### config.mk
export PLATFORM = sky130hd
export DESIGN_NAME = sust_cell
export DESIGN_NICKNAME = d
export VERILOG_FILES = /design/src/hdl/sust_pkg.sv /design/src/hdl/sust_cell.sv
export SDC_FILE = /design/constraint.sdc
export NUM_CORES = 1
export LEC_CHECK = 0
export ABC_AREA = 1
export BUFFER_PORTS_ARGS = -buffer_cell sky130_fd_sc_hd__buf_2
export CORE_ASPECT_RATIO = 1.25
export CORE_MARGIN = 2
export CORE_UTILIZATION = 40
export DETAILED_ROUTE_END_ITERATION = 6
export PLACE_DENSITY = 0.7
export SLEW_MARGIN = 30
export SYNTH_ARGS = -nofsm -noshare
export SYNTH_HDL_FRONTEND = slang
export SYNTH_SLANG_ARGS = --single-unit
### constraint.sdc
create_clock -name i_clk -period 4.8 [get_ports i_clk]
set_clock_uncertainty 0.15 [all_clocks]
set_input_delay 0.96 -clock i_clk [delete_from_list [all_inputs] [get_ports i_clk]]
set_output_delay 0.96 -clock i_clk [all_outputs]
set_load 0.03 [all_outputs]
### src/hdl/sust_pkg.sv
// Shared types and constants of the sorted unique set table.
// Holds the request and status codes and the per-cell control struct.
// No dependencies.
package sust_pkg;

    typedef enum logic [1:0] {
        REQ_INSERT = 2'd0,
        REQ_SEARCH = 2'd1,
        REQ_DELETE = 2'd2,
        REQ_UNUSED = 2'd3
    } t_req;

    typedef enum logic [2:0] {
        ST_INSERTED  = 3'd0,
        ST_DUPLICATE = 3'd1,
        ST_FULL      = 3'd2,
        ST_FOUND     = 3'd3,
        ST_NOT_FOUND = 3'd4,
        ST_DELETED   = 3'd5
    } t_status;

    localparam int KEY_W  = 32;
    localparam int SIZE_W = 7;

    // Update command broadcast to every cell of the chain.
    typedef struct packed {
        logic ins;
        logic del;
    } t_cell_ctl;

endpackage

### src/hdl/sust_cell.sv
// One cell of the sorted key chain: holds the key at its own position.
// Compares against the broadcast key and shifts with its neighbors.
// Depends on sust_pkg.
module sust_cell
    import sust_pkg::*;
#(
    parameter int IDX = 0,
    parameter int CW  = 7
) (
    input  logic                     i_clk,
    input  logic [CW-1:0]            i_count,
    input  logic signed [KEY_W-1:0]  i_key,
    input  t_cell_ctl                i_ctl,
    input  logic                     i_left_lt,
    input  logic signed [KEY_W-1:0]  i_left_key,
    input  logic signed [KEY_W-1:0]  i_right_key,
    output logic signed [KEY_W-1:0]  o_key,
    output logic                     o_lt,
    output logic                     o_eq
);

    logic                    w_valid;
    logic signed [KEY_W-1:0] r_key;
    logic signed [KEY_W-1:0] n_key;

    assign w_valid = (CW'(IDX) < i_count);
    assign o_lt    = w_valid && (r_key < i_key);
    assign o_eq    = w_valid && (r_key == i_key);
    assign o_key   = r_key;

    // Cells below the target position keep their key; the rest move one place.
    always_comb begin
        n_key = r_key;
        if (i_ctl.ins && !o_lt) begin
            n_key = i_left_lt ? i_key : i_left_key;
        end else if (i_ctl.del && !o_lt) begin
            n_key = i_right_key;
        end
    end

    always_ff @(posedge i_clk) begin
        r_key <= n_key;
    end

endmodule

-- Word level (Yosys, flattened, before mapping)
Index checks and enable logic that the tools add are counted.
- magnitude comparators: 2
- equality and inequality tests: 1
- mux-type cells: 3
- reductions and logical operators: 6
- operators by type and width (cell ; number):
    2-to-1 mux 32 bit ; 3
    == test 32 bit ; 1
    < comparator 32 bit ; 1
    < comparator 1 x 7 -> 1 bit, first input constant ; 1
    logical AND 1 bit ; 4
    nonzero test 2 bit ; 1
    zero test 1 bit ; 1
- register bits: 32
- input port bits: 107
- output and inout port bits: 34
- logic and storage cells: 13

-- Longest topological paths before layout
- depth after elaboration: 6
- mapped depth: 19
- gate-level depth less buffers: 18

-- Least setup slack after synthesis
OpenSTA, ideal clock, no wires.
- path type: input to register
- from: in i_key[31]
- to: reg r_key[0], in the netlist o_key[0], enable pin
- library setup time: 421 ps
- data arrival time: 3577 ps
- required time: 4229 ps
- setup slack: 652 ps
- stages: 12
- path buffers: 0
- path through: inv_1 ha_1 nand2_1 nor2_2 nand2_2 nor2_4 nand2_2 nand2_1 nand2_1 nand3_4 inv_1 nor2_1
- word-level cells in the longest chain between the ends: 5
- elaborated cells between the ends (all ways): 6
- those cells by class: 1 x order compare; 5 x reduce/logical
- RTL lines (element ; RTL line ; text):
    start, declared ; sust_cell.sv:12 ; input logic signed [KEY_W-1:0] i_key,
    < comparator 32 bit (*) ; sust_cell.sv:27 ; assign o_lt = w_valid && (r_key < i_key);
    logical AND 1 bit (*) ; sust_cell.sv:27 ;
    net o_lt ; sust_cell.sv:18 ; output logic o_lt,
    zero test 1 bit (*) ; sust_cell.sv:34, sust_cell.sv:36 ;
    logical AND 1 bit, on equally long branches ; sust_cell.sv:34, sust_cell.sv:36 ;
    nonzero test 2 bit (no line) (*) ; -- ;
    end signal, assigned ; sust_cell.sv:42 ; r_key <= n_key;
    end, declared ; sust_cell.sv:23 ; logic signed [KEY_W-1:0] r_key;
Mark *: on every way through the listed nets, which the timed path passes. The rest lies on a longest branch.
A chain may end at the register's enable or synchronous reset.

-- Worst setup path in the final report
- from: in i_key[27]
- to: out o_lt
- word-level cells in the longest chain between the ends: 2
- RTL lines (element ; RTL line):
    < comparator 32 bit ; sust_cell.sv:27
    logical AND 1 bit ; sust_cell.sv:27
    end, declared ; sust_cell.sv:18
Every way passes these cells.

==> impl_metrics.csv <==
group,metric,value,unit
outcome,status,"finished clean",
final_layout,areaGrowthSynthToFinish,27.0,%
power,pwr-share-comb,0.637,
clocking,cts-root-buf,"clkbuf_8",
synth,syn_inst,363,
synth,synth.most_common_cell,"a21oi_1",
routing,drtPass1Iterations,4,
clocking,cts_hold_buf,0,
global_route,grt_pass1_vias,2678,
global_route,grtUsageTotal,0.178,
clocking,post_cts_buffers,0,
final_layout,largest_register_ff_count,32,
final_layout,fillers,723,
synth,syn_area_per_cell,8.39,um2
synth,async_flop_share,0,
critical_path,worst_setup_path_start_kind,"input pin",
floorplanning,fp.dieH,102,um
power,pwr-share-clk,0.086,
power,p_int,1.11,mW
floorplanning,die_x,82.0,um
routing,finalWirelength,7510,um
final_layout,nNetsFinal,635,
sta,tightest_slew,0.592,ns
global_route,antenna_found_initial,0,
critical_path,cp-startpoint,"i_key[27]",
sta,hold_violations,0,
synth,synth_top_area_share,0.316,
critical_path,required,3.69,ns
clocking,insertion_delay,0.28,ns
sta,fin_crit,3.63,ns
routing,ant_nets,0,
final_layout,antenna_cells,0,
place,dp_cells,580,
sta,rsz0062_at_grt,"no",
power,leakagePower,2.02,nW
clocking,cts_tree,"done",
sta,setup_tns,0,ns
synth,synth_edf_count,32,
clocking,htree_num_levels,2,
place,numPortBuffers,140,
synth,ys.flop_type,"edfxtp_1",
synth,syn-num-nets,502,
critical_path,r2r-start,"o_key[23]",
global_route,grt_max_degree,64,
final_layout,utilization,0.522,
job,cap_violations,0,
synth,synth_commonest_cells,"44 x a21oi_1, 40 x inv_1, 40 x nand2_1, 40 x nor2_1, 33 x nand3_1",
routing,vias,2797,
sta,finalSetupViolations,0,
synth,synthTopCellsByArea,"edfxtp_1 32%, ha_1 13%, nand2_4 11%",
clocking,cts_buffers,5,
synth,seq_area_frac_synth,0.316,
worst_hold_path,hold_class,"input pin to flip-flop",
power,p_seq_frac,0.277,
critical_path,crit_fanout,2,
sta,fin_hold_ws,0.808,ns
routing,viasPerCell,4.75,
routing,wl_per_cell,12.8,um
place,gp_congestion,0.759,
synth,yosysTopAreaCell,"edfxtp_1",
sta,drv_slew,0,
floorplanning,rows,35,
synth,yosys_warnings,0,
critical_path,crit_type,"input pin to output port",
floorplanning,ios,141,
global_route,grt_pass1_wl,11500,um
routing,drc_errors,0,
critical_path,crit_path_end_kind,"output port",
place,dp_hpwl,5690,um
critical_path,crit_arrival,2.52,ns
synth,synth_seq_cells,32,
worst_hold_path,worstHoldStart,"i_right_key[20]",
sta,fmax,0.275,GHz
clocking,ctsResizeCount,0,
sta,post-route-period-util,0.757,
routing,drt_iter0_markers,56,
global_route,grt_overflow_total,0,
clocking,numClockSinks,32,
clocking,clkTransAtPathRegs,0.07,ns
clocking,cts_max_path_buffers,2,
power,p_sw_frac,0.516,
power,ir_drop,0.264,mV
synth,yosysUniqueCellTypes,30,
floorplanning,core_area,7400,um2
power,power.density,591,nW/um2
power,p_switching,1.18,mW
final_layout,drive_gt1_frac,0.449,
floorplanning,fp.dieArea,8330,um2
floorplanning,start_util,0.411,
sta,relSlewSlack,0.606,
synth,syn_area,3050,um2
final_layout,final_cells,589,
## critical path, cell delays in order
cell and delay, ns:
buf_2 0.08, inv_1 0.04, ha_1 0.30, a21oi_1 0.15, o21ai_0 0.13, nand2_1 0.08, nand2_1 0.05, a21oi_2 0.14
nand2_1 0.07, nand2_1 0.10, nand3_4 0.07, inv_1 0.13, buf_2 0.22
## layer usage
| metal | wire [um] | GRT usage |
|---|---|---|
| met2 | 3950 | 0.337 |
| met3 | 357 | 0.0241 |
| met1 | 3130 | 0.207 |
| met5 | 0 | 0 |
| met4 | 74 | 0.0449 |
## power by group through the flow
| stage | clock network [mW] | registers [mW] | logic [mW] |
|---|---|---|---|
| after CTS | 0.205 | 0.636 | 1.43 |
| after global routing | 0.213 | 0.648 | 1.61 |
| after global placement | 0 | 0.635 | 1.41 |
| after floorplan | 0 | 0.919 | 0.822 |
| after detailed placement | 0 | 0.641 | 1.43 |
| final | 0.197 | 0.632 | 1.46 |
## worst paths after layout
| kind | end | slack [ns] | depth (start not counted) |
|---|---|---|---|
| setup / recovery | o_lt | 1.17 | 13 |
| hold / removal | o_key[20] | 0.81 | 3 |
| hold reg to reg | o_key[18] | 1.09 | 6 |
| setup reg to reg | o_key[0] | 1.79 | 13 |
## cell families (layout without fill, tap and decap cells)
| logic type | after synthesis | after routing | share of synthesized area |
|---|---|---|---|
| AND/OR/NAND/NOR | 187 | 187 | 0.367 |
| buffers and inverters | 61 | 195 | 0.0961 |
| AO/OA/AOI/OAI | 50 | 50 | 0.0859 |
| adder cells (fa/ha/maj) | 32 | 32 | 0.131 |
| flip-flops | 32 | 32 | 0.316 |
| multiplexers | 1 | 1 | 0.00370 |
## cell type report
class,count,area (um2),area share
multi-input combinational,270,1800,0.465
sequential,32,961,0.249
timing repair buffer,143,746,0.193
inverter,44,165,0.0427
tap,92,115,0.0298
clock buffer,7,76.3,0.0197
clock inverter,1,3.75,0.000971
## metrics by stage
| stage | total power, mW | area [um2] | setup WS [ns] |
|---|---|---|---|
| after floorplan | 1.74 | 3050 | 0.652 |
| after detailed placement | 2.07 | 3760 | 1.14 |
| after CTS | 2.27 | 3840 | 1.15 |
| after global placement | 2.04 | 3760 | 1.13 |
| after global routing | 2.47 | 3870 | 0.987 |
| final | 2.28 | 3870 | 1.17 |
## placed cells by master, fill, tap and decap left out
cell,n
a21o_1,1
a21oi_1,44
a21oi_2,1
buf_16,1
buf_2,139
buf_4,3
clkbuf_1,2
clkbuf_8,5
clkinv_1,2
edfxtp_1,32
ha_1,32
inv_1,40
inv_2,3
mux2_2,1
nand2_1,40
nand2_2,32
nand2_4,30
nand2_8,1
nand3_1,33
nand3_2,1
nand3_4,1
nand4_1,2
nor2_1,39
nor2_2,1
nor2_4,2
nor4_1,1
nor4_2,1
o21a_1,2
o21ai_0,2
or2_1,2
or2_2,1
Power figures use the tool's default switching activity.
